--- src/rtl/csvt_pkg.sv ---
`timescale 1ns / 1ps
// ----------------------------------------------------------------------------
// csvt_pkg: shared types and constants for the CSV record tokeniser
// Transaction payloads, event kinds, parse modes and character codes.
// ----------------------------------------------------------------------------
package csvt_pkg;

    localparam logic [7:0] CH_QUOTE = 8'h22;
    localparam logic [7:0] CH_COMMA = 8'h2C;
    localparam logic [7:0] CH_CR    = 8'h0D;
    localparam logic [7:0] CH_LF    = 8'h0A;
    localparam logic [7:0] CH_NUL   = 8'h00;

    localparam logic [7:0] COL_MAX  = 8'hFF;

    typedef logic [2:0] t_kind;

    localparam t_kind KIND_CONTENT      = 3'd0;
    localparam t_kind KIND_FIELD_END    = 3'd1;
    localparam t_kind KIND_RECORD_END   = 3'd2;
    localparam t_kind KIND_UNTERMINATED = 3'd3;
    localparam t_kind KIND_MALFORMED    = 3'd4;
    localparam t_kind KIND_DONE         = 3'd5;

    typedef enum logic [1:0] {
        MODE_OPEN,
        MODE_QUOTED,
        MODE_CLOSED
    } t_mode;

    typedef struct packed {
        logic [7:0] text_byte;
        logic       end_of_text;
    } t_in;

    typedef struct packed {
        logic [2:0] event_kind;
        logic [7:0] content_byte;
        logic [7:0] column_number;
        logic       last_of_run;
    } t_out;

    // One or two events raised by a single input transaction
    typedef struct packed {
        logic       two_events;
        t_kind      kind0;
        t_kind      kind1;
        logic [7:0] content_byte;
        logic [7:0] column_number;
    } t_bundle;

endpackage

--- src/rtl/csvt_front.sv ---
`timescale 1ns / 1ps
// ----------------------------------------------------------------------------
// csvt_front: byte classifier and parse state
// Accepts one text byte per cycle while i_accept is high, updates the parse
// state and raises the events for that byte as one bundle.
// ----------------------------------------------------------------------------
module csvt_front
    import csvt_pkg::*;
(
    input  logic    i_clk,
    input  logic    i_rst_n,
    input  logic    i_accept,
    input  t_in     i_data,
    output logic    o_push,
    output t_bundle o_bundle
);

    t_mode      r_mode,      n_mode;
    logic       r_quote_pend, n_quote_pend;
    logic       r_skip_lf,   n_skip_lf;
    logic       r_has_chars, n_has_chars;
    logic [7:0] r_fields,    n_fields;
    logic       r_err,       n_err;

    logic [7:0] w_c;
    logic       w_term;
    logic       w_lf_swallow;
    logic       w_dbl_quote;
    t_mode      w_mode_eff;
    logic       w_open_rec;
    logic       w_quote_opens;
    logic       w_line_end;
    logic [1:0] w_count;

    assign w_c           = i_data.text_byte;
    assign w_term        = i_data.end_of_text || (w_c == CH_NUL);
    assign w_lf_swallow  = r_skip_lf && (w_c == CH_LF);
    assign w_dbl_quote   = r_quote_pend && (w_c == CH_QUOTE);
    assign w_mode_eff    = r_quote_pend ? MODE_CLOSED : r_mode;
    assign w_open_rec    = (r_fields != 8'd0) || r_has_chars;
    assign w_quote_opens = (w_c == CH_QUOTE) && (w_mode_eff != MODE_CLOSED) && !r_has_chars;
    assign w_line_end    = (w_c == CH_CR) || (w_c == CH_LF);

    // Next state
    always_comb begin
        n_mode       = r_mode;
        n_quote_pend = r_quote_pend;
        n_skip_lf    = r_skip_lf;
        n_has_chars  = r_has_chars;
        n_fields     = r_fields;
        n_err        = r_err;
        if (w_term) begin
            n_mode       = MODE_OPEN;
            n_quote_pend = 1'b0;
            n_skip_lf    = 1'b0;
            n_has_chars  = 1'b0;
            n_fields     = 8'd0;
            n_err        = 1'b0;
        end else if (r_err) begin
            n_err = 1'b1;
        end else if (w_lf_swallow) begin
            n_skip_lf = 1'b0;
        end else if (w_dbl_quote) begin
            n_skip_lf    = 1'b0;
            n_quote_pend = 1'b0;
            n_has_chars  = 1'b1;
        end else begin
            n_skip_lf    = 1'b0;
            n_quote_pend = 1'b0;
            n_mode       = w_mode_eff;
            if (w_mode_eff == MODE_QUOTED) begin
                if (w_c == CH_QUOTE) begin
                    n_quote_pend = 1'b1;
                end else begin
                    n_has_chars = 1'b1;
                end
            end else if (w_quote_opens) begin
                n_mode = MODE_QUOTED;
            end else if (w_c == CH_COMMA) begin
                if (r_fields != COL_MAX) begin
                    n_fields = r_fields + 8'd1;
                end
                n_has_chars = 1'b0;
                n_mode      = MODE_OPEN;
            end else if (w_line_end) begin
                n_fields    = 8'd0;
                n_has_chars = 1'b0;
                n_mode      = MODE_OPEN;
                n_skip_lf   = (w_c == CH_CR);
            end else if ((w_mode_eff == MODE_CLOSED) || (w_c == CH_QUOTE)) begin
                n_err = 1'b1;
            end else begin
                n_has_chars = 1'b1;
            end
        end
    end

    // Events for the current byte
    always_comb begin
        w_count                = 2'd0;
        o_bundle.kind0         = KIND_DONE;
        o_bundle.kind1         = KIND_DONE;
        o_bundle.content_byte  = 8'd0;
        o_bundle.column_number = r_fields;
        if (w_term) begin
            if (r_err) begin
                w_count = 2'd1;
            end else if ((r_mode == MODE_QUOTED) && !r_quote_pend) begin
                w_count        = 2'd2;
                o_bundle.kind0 = KIND_UNTERMINATED;
            end else if (w_open_rec) begin
                w_count        = 2'd2;
                o_bundle.kind0 = KIND_FIELD_END;
            end else begin
                w_count = 2'd1;
            end
        end else if (r_err || w_lf_swallow) begin
            w_count = 2'd0;
        end else if (w_dbl_quote) begin
            w_count               = 2'd1;
            o_bundle.kind0        = KIND_CONTENT;
            o_bundle.content_byte = CH_QUOTE;
        end else if (w_mode_eff == MODE_QUOTED) begin
            if (w_c != CH_QUOTE) begin
                w_count               = 2'd1;
                o_bundle.kind0        = KIND_CONTENT;
                o_bundle.content_byte = w_c;
            end
        end else if (w_quote_opens) begin
            w_count = 2'd0;
        end else if (w_c == CH_COMMA) begin
            w_count        = 2'd1;
            o_bundle.kind0 = KIND_FIELD_END;
        end else if (w_line_end) begin
            if (w_open_rec) begin
                w_count        = 2'd2;
                o_bundle.kind0 = KIND_FIELD_END;
                o_bundle.kind1 = KIND_RECORD_END;
            end
        end else if ((w_mode_eff == MODE_CLOSED) || (w_c == CH_QUOTE)) begin
            w_count        = 2'd1;
            o_bundle.kind0 = KIND_MALFORMED;
        end else begin
            w_count               = 2'd1;
            o_bundle.kind0        = KIND_CONTENT;
            o_bundle.content_byte = w_c;
        end
        o_bundle.two_events = (w_count == 2'd2);
    end

    assign o_push = i_accept && (w_count != 2'd0);

    always_ff @(posedge i_clk) begin
        if (!i_rst_n) begin
            r_mode       <= MODE_OPEN;
            r_quote_pend <= 1'b0;
            r_skip_lf    <= 1'b0;
            r_has_chars  <= 1'b0;
            r_fields     <= 8'd0;
            r_err        <= 1'b0;
        end else if (i_accept) begin
            r_mode       <= n_mode;
            r_quote_pend <= n_quote_pend;
            r_skip_lf    <= n_skip_lf;
            r_has_chars  <= n_has_chars;
            r_fields     <= n_fields;
            r_err        <= n_err;
        end
    end

endmodule

--- src/rtl/csvt_queue.sv ---
`timescale 1ns / 1ps
// ----------------------------------------------------------------------------
// csvt_queue: event bundle queue
// Short first-in first-out queue between the classifier and the serialiser.
// ----------------------------------------------------------------------------
module csvt_queue
    import csvt_pkg::*;
#(
    parameter int DEPTH = 4
) (
    input  logic    i_clk,
    input  logic    i_rst_n,
    input  logic    i_push,
    input  t_bundle i_data,
    input  logic    i_pop,
    output t_bundle o_data,
    output logic    o_full,
    output logic    o_empty
);

    localparam int IW = (DEPTH > 1) ? $clog2(DEPTH) : 1;
    localparam int CW = $clog2(DEPTH + 1);
    localparam logic [IW-1:0] LAST = IW'(DEPTH - 1);
    localparam logic [CW-1:0] FULL_COUNT = CW'(DEPTH);

    t_bundle       r_mem [DEPTH];
    logic [IW-1:0] r_wr_ptr, r_rd_ptr;
    logic [CW-1:0] r_count;
    logic          w_push, w_pop;

    assign o_full  = (r_count == FULL_COUNT);
    assign o_empty = (r_count == '0);
    assign w_push  = i_push && !o_full;
    assign w_pop   = i_pop && !o_empty;
    assign o_data  = r_mem[r_rd_ptr];

    always_ff @(posedge i_clk) begin
        if (w_push) begin
            r_mem[r_wr_ptr] <= i_data;
        end
    end

    always_ff @(posedge i_clk) begin
        if (!i_rst_n) begin
            r_wr_ptr <= '0;
            r_rd_ptr <= '0;
            r_count  <= '0;
        end else begin
            if (w_push) begin
                r_wr_ptr <= (r_wr_ptr == LAST) ? '0 : r_wr_ptr + 1'b1;
            end
            if (w_pop) begin
                r_rd_ptr <= (r_rd_ptr == LAST) ? '0 : r_rd_ptr + 1'b1;
            end
            if (w_push && !w_pop) begin
                r_count <= r_count + 1'b1;
            end else if (w_pop && !w_push) begin
                r_count <= r_count - 1'b1;
            end
        end
    end

endmodule

--- src/rtl/csvt_back.sv ---
`timescale 1ns / 1ps
// ----------------------------------------------------------------------------
// csvt_back: event serialiser
// Takes bundles from the queue and issues their events one per output
// transaction through a registered output stage.
// ----------------------------------------------------------------------------
module csvt_back
    import csvt_pkg::*;
(
    input  logic    i_clk,
    input  logic    i_rst_n,
    input  t_bundle i_bundle,
    input  logic    i_empty,
    output logic    o_pop,
    output logic    o_valid,
    input  logic    i_stall,
    output t_out    o_data
);

    logic       r_valid;
    t_out       r_data;
    logic       r_hold;
    t_kind      r_kind1;
    logic       w_free;

    assign w_free  = !r_valid || !i_stall;
    assign o_pop   = w_free && !r_hold && !i_empty;
    assign o_valid = r_valid;
    assign o_data  = r_data;

    always_ff @(posedge i_clk) begin
        if (!i_rst_n) begin
            r_valid <= 1'b0;
            r_hold  <= 1'b0;
        end else if (w_free) begin
            if (r_hold) begin
                r_valid <= 1'b1;
                r_hold  <= 1'b0;
            end else begin
                r_valid <= !i_empty;
                r_hold  <= !i_empty && i_bundle.two_events;
            end
        end
    end

    always_ff @(posedge i_clk) begin
        if (w_free) begin
            if (r_hold) begin
                r_data.event_kind   <= r_kind1;
                r_data.content_byte <= 8'd0;
                r_data.last_of_run  <= 1'b1;
            end else begin
                r_data.event_kind    <= i_bundle.kind0;
                r_data.content_byte  <= i_bundle.content_byte;
                r_data.column_number <= i_bundle.column_number;
                r_data.last_of_run   <= !i_bundle.two_events;
                r_kind1              <= i_bundle.kind1;
            end
        end
    end

endmodule

--- src/rtl/csv_record_tokenizer.sv ---
`timescale 1ns / 1ps
// ----------------------------------------------------------------------------
// csv_record_tokenizer: streaming CSV record tokeniser
// Turns CSV text bytes into content, field end, record end, error and done
// events.
// ----------------------------------------------------------------------------
// One text byte is accepted per clock cycle while the queue is not full. Each
// byte raises zero, one or two events. The events wait in a short bundle queue
// and leave through a registered output stage at one event per cycle while the
// output is not stalled. The sustained rate is therefore one byte per cycle,
// unless the text holds many bytes that raise two events, whose events leave
// one at a time. Line ends that close a record raise two events, and so do
// terminators that close an open record or an unterminated quote. The first
// event of a byte is written into the bundle queue and then into the output
// register before it is offered on the output. The input stalls only while the
// queue of QUEUE_DEPTH bundles is full.
module csv_record_tokenizer
    import csvt_pkg::*;
#(
    parameter int QUEUE_DEPTH = 4
) (
    input  logic i_clk,
    input  logic i_rst_n,
    input  logic i_in_valid,
    output logic o_in_stall,
    input  t_in  i_in_data,
    output logic o_out_valid,
    input  logic i_out_stall,
    output t_out o_out_data
);

    logic    w_accept;
    logic    w_push;
    logic    w_pop;
    logic    w_full;
    logic    w_empty;
    t_bundle w_front_bundle;
    t_bundle w_queue_bundle;

    assign o_in_stall = w_full;
    assign w_accept   = i_in_valid && !w_full;

    csvt_front u_front (
        .i_clk    (i_clk),
        .i_rst_n  (i_rst_n),
        .i_accept (w_accept),
        .i_data   (i_in_data),
        .o_push   (w_push),
        .o_bundle (w_front_bundle)
    );

    csvt_queue #(
        .DEPTH (QUEUE_DEPTH)
    ) u_queue (
        .i_clk   (i_clk),
        .i_rst_n (i_rst_n),
        .i_push  (w_push),
        .i_data  (w_front_bundle),
        .i_pop   (w_pop),
        .o_data  (w_queue_bundle),
        .o_full  (w_full),
        .o_empty (w_empty)
    );

    csvt_back u_back (
        .i_clk    (i_clk),
        .i_rst_n  (i_rst_n),
        .i_bundle (w_queue_bundle),
        .i_empty  (w_empty),
        .o_pop    (w_pop),
        .o_valid  (o_out_valid),
        .i_stall  (i_out_stall),
        .o_data   (o_out_data)
    );

endmodule

--- config.mk ---
export PLATFORM = sky130hd
export DESIGN_NAME = csv_record_tokenizer
export DESIGN_NICKNAME = d
export VERILOG_FILES = /design/src/rtl/csvt_pkg.sv /design/src/rtl/csvt_front.sv /design/src/rtl/csvt_queue.sv /design/src/rtl/csvt_back.sv /design/src/rtl/csv_record_tokenizer.sv
export SDC_FILE = /design/constraint.sdc
export NUM_CORES = 1
export LEC_CHECK = 0
export BUFFER_PORTS_ARGS = -buffer_cell sky130_fd_sc_hd__buf_2
export CAP_MARGIN = 20
export CELL_PAD_IN_SITES_DETAIL_PLACEMENT = 0
export CELL_PAD_IN_SITES_GLOBAL_PLACEMENT = 1
export CORE_MARGIN = 3
export CORE_UTILIZATION = 51
export CTS_BUF_LIST = sky130_fd_sc_hd__clkbuf_4 sky130_fd_sc_hd__clkbuf_8
export DETAILED_ROUTE_END_ITERATION = 10
export HOLD_SLACK_MARGIN = 0.02
export PLACE_DENSITY_LB_ADDON = 0.1
export SLEW_MARGIN = 20
export SYNTH_ARGS = -nofsm -noshare
export SYNTH_HDL_FRONTEND = slang
export SYNTH_SLANG_ARGS = --single-unit
--- constraint.sdc ---
create_clock -name i_clk -period 8.1 [get_ports i_clk]
set_clock_uncertainty 0.15 [all_clocks]
set_input_delay 2.43 -clock i_clk [delete_from_list [all_inputs] [get_ports i_clk]]
set_output_delay 2.43 -clock i_clk [all_outputs]
set_load 0.01 [all_outputs]
==> impl_metrics.env <==
export IMPL_ir_worst_vdd_mv=0.2364
export IMPL_ys_types=62
export IMPL_synth_seq_area_share=0.6562
export IMPL_yosys_area_top_type_share=0.5698
export IMPL_pwr_density_cell_nw_per_um2=293.3
export IMPL_gr_total_overflow=0
export IMPL_setup_violations_final=0
export IMPL_hold_path_class="flip-flop to flip-flop"
export IMPL_synth_edff_count=110
export IMPL_max_stage_delay_ns=0.44
export IMPL_cp_cell_sequence="buf_2, or3b_4, a2111oi_4, nand2_2, or3_4, a31oi_4, ha_1, inv_1, fa_1, xor2_1, or3_1, a21oi_1"
export IMPL_syn_area_per_cell_um2=14.56
export IMPL_wl_um=11380
export IMPL_synth_most_common_cell="edfxtp_1"
export IMPL_synth_cells=398
export IMPL_m1WireLength_um=5358
export IMPL_cap_violations=0
export IMPL_critPathMaxFanout=10
export IMPL_syn_cell_area_um2=5797
export IMPL_fin_crit_ns=5.333
export IMPL_die_area_um2=12680
export IMPL_min_period_over_period=0.6583
export IMPL_h_tree_depth=4
export IMPL_cts_sinks=135
export IMPL_drt_iter0_drc=220
export IMPL_timing_slew_headroom=0.4485
export IMPL_num_io_pins=35
export IMPL_cts_root_buf="clkbuf_8"
export IMPL_grt_usage=0.1930
export IMPL_cts_resized=0
export IMPL_postLayoutCellArea_um2=6518
export IMPL_nNetsFinal=467
export IMPL_dieWidth_um=112.6
export IMPL_cpMaxStageDelayCell="fa_1"
export IMPL_cp_required_ns=8.30
export IMPL_synth_nets=420
export IMPL_dr_wl_met2_um=5455
export IMPL_async_flop_share=0
export IMPL_viasPerCell=5.771
export IMPL_final_hold_viol_count=0
export IMPL_cts_buffer_depth=2
export IMPL_postRouteAntennaNets=0
export IMPL_yosysWarnings=0
export IMPL_yosys_top_cells_count="edfxtp_1 (110), dfxtp_1 (25), nand2_1 (24), nor2_1 (24), mux4_2 (22)"
export IMPL_grt_pass1_vias=3574
export IMPL_max_freq_mhz=187.5
export IMPL_synth_seq_cells=135
export IMPL_maxSlewViolCount=0
export IMPL_yosysTopAreaCell="edfxtp_1"
export IMPL_gp_congestion=0.8601
export IMPL_worst_setup_path_end_kind="flip-flop"
export IMPL_placed_area_um2=6138
export IMPL_synth_area_leaders="edfxtp_1 (57%), dfxtp_1 (8.6%), mux4_2 (8.5%), ha_1 (1.7%), nand2_1 (1.6%)"
export IMPL_setup_ws_ns=2.768
export IMPL_worst_pin_slew_ns=0.8197
export IMPL_antenna_found_initial=0
export IMPL_critPathBufInv=2
export IMPL_worst_skew_pair_late_latency_ns=0.43
export IMPL_tns_ns=0
export IMPL_cts_tree="done"
export IMPL_cp_arrival_ns=5.53
export IMPL_wl_met3_um=509
export IMPL_path_clk_slew_ns=0.07
export IMPL_synthFlopType="edfxtp_1"
export IMPL_num_rows=38
export IMPL_p_total_uw=1912
export IMPL_p_leak_uw=0.002239
export IMPL_critPathKind="primary input to flip-flop"
export IMPL_drive_gt1_frac=0.2358
export IMPL_dr_pass1_iters=4
export IMPL_dr_total_vias=3457
export IMPL_cts_made_buffers=17
export IMPL_place_hpwl_um=7578
export IMPL_hold_slack_ns=0.3310
export IMPL_pre_cts_slack_ns=2.321
export IMPL_post_cts_buffers=0
export IMPL_port_buffer_count=34
export IMPL_area_growth_pct=12.43
export IMPL_post_route_drc_count=0
export IMPL_wl_per_cell_um=19.01
export IMPL_core_um2=10980
export IMPL_start_kind="primary input"
export IMPL_grt_max_degree=23
export IMPL_grt_pass1_wl_um=18750
export IMPL_ctsHoldBuffers=0
export IMPL_start_util=0.5278
export IMPL_top_layer="met4"
export IMPL_critPathTopFamily="simple AND/OR/NAND/NOR gates"
export IMPL_rsz0062_at_grt="no"
export IMPL_status="finished, final reports clean"
export IMPL_die_y_um=112.6
==> through the flow <==
stage / cells / utilization
after floorplan: 398 / -
after global placement: 566 / 0.5589
after detailed placement: 566 / 0.5589
after CTS: 598 / 0.5932
after global routing: 598 / 0.5932
final: 599 / 0.5934
==> cell usage in the layout (no fill, tap or decap), types with 3 or more instances in the layout <==
master and instances:
nor2_1 24, buf_4 8, buf_2 34, maj3_1 3, a211oi_1 3, nand2_1 24, mux4_2 22, clkbuf_8 17
o2111ai_1 3, edfxtp_1 110, clkinvlp_4 4, a41oi_1 3, o21ai_0 16, dfxtp_1 25, and2_1 11, nor3b_1 3
nand3_1 11, o31ai_1 3, nand4_1 3, ha_1 8, clkinv_2 4, a21oi_1 14, nand2b_1 6, nor3_1 11
nor2b_1 11, nor4_1 6, inv_1 16, and3_1 4
==> state kept, by name, indices dropped and copies added, names as in the netlist, 2 cells and up, named ones only <==
signal and cells:
u_queue.r_mem 88, u_back.o_data 20, u_front.r_fields 8, u_queue.r_count 3, u_back.r_kind1 2, u_front.r_mode 2, u_queue.r_rd_ptr 2, u_queue.r_wr_ptr 2
==> layout make-up <==
type / count / area (um^2)
well taps: 140 / 175.2
repair buffers: 42 / 230.2
multi-input cells: 233 / 1869
fillers: 886 / 4466
inverters: 16 / 60.06
clock inverters: 14 / 135.1
diodes: 1 / 2.502
clock buffers: 18 / 241.5
flip-flops and latches: 135 / 3804
==> path summary, 6_finish.rpt <==
path | from | slack, ns | cells past startpoint | to
worst min register to register | u_queue.r_rd_ptr[1] | 0.33 | 2 | u_queue.r_rd_ptr[1]
worst min-delay path | u_queue.r_rd_ptr[1] | 0.33 | 2 | u_queue.r_rd_ptr[1]
worst max-delay path | i_in_data[1] | 2.77 | 12 | u_queue.r_count[2]
worst max register to register | u_front.r_quote_pend | 4.66 | 10 | u_queue.r_count[2]
==> per-layer routing <==
layer / up-vias / track usage
met3: 6 / 0.05768
met5: - / 0
met4: 0 / 0.06490
li1: 1644 / -
met1: 1711 / 0.2619
met2: 96 / 0.3006
==> worst reg2reg max path, delay by kind of cell (launching register included) <==
| family | cells | cell delay, ns |
|---|---|---|
| XOR/XNOR | 1 | 0.18 |
| adder cells (fa/ha/maj) | 2 | 0.68 |
| flip-flops | 1 | 0.61 |
| AND/OR/NAND/NOR | 3 | 1.10 |
| buffers and inverters | 1 | 0.07 |
| AO/OA/AOI/OAI | 3 | 0.58 |
==> cell families after synthesis <==
family / synth area share
flip-flops: 0.6562
adder cells (fa/ha/maj): 0.02590
AO/OA/AOI/OAI: 0.07793
XOR/XNOR: 0.006045
AND/OR/NAND/NOR: 0.1215
multiplexers: 0.09109
buffers and inverters: 0.02137
==> report_power, final <==
group / internal (uW) / leakage, uW / switching (uW) / total (uW)
registers: 895 / 0.00124 / 40.6 / 935
logic: 209 / 0.000819 / 245 / 454
clock network: 272 / 0.000183 / 250 / 523
Power figures use the tool's default switching activity.
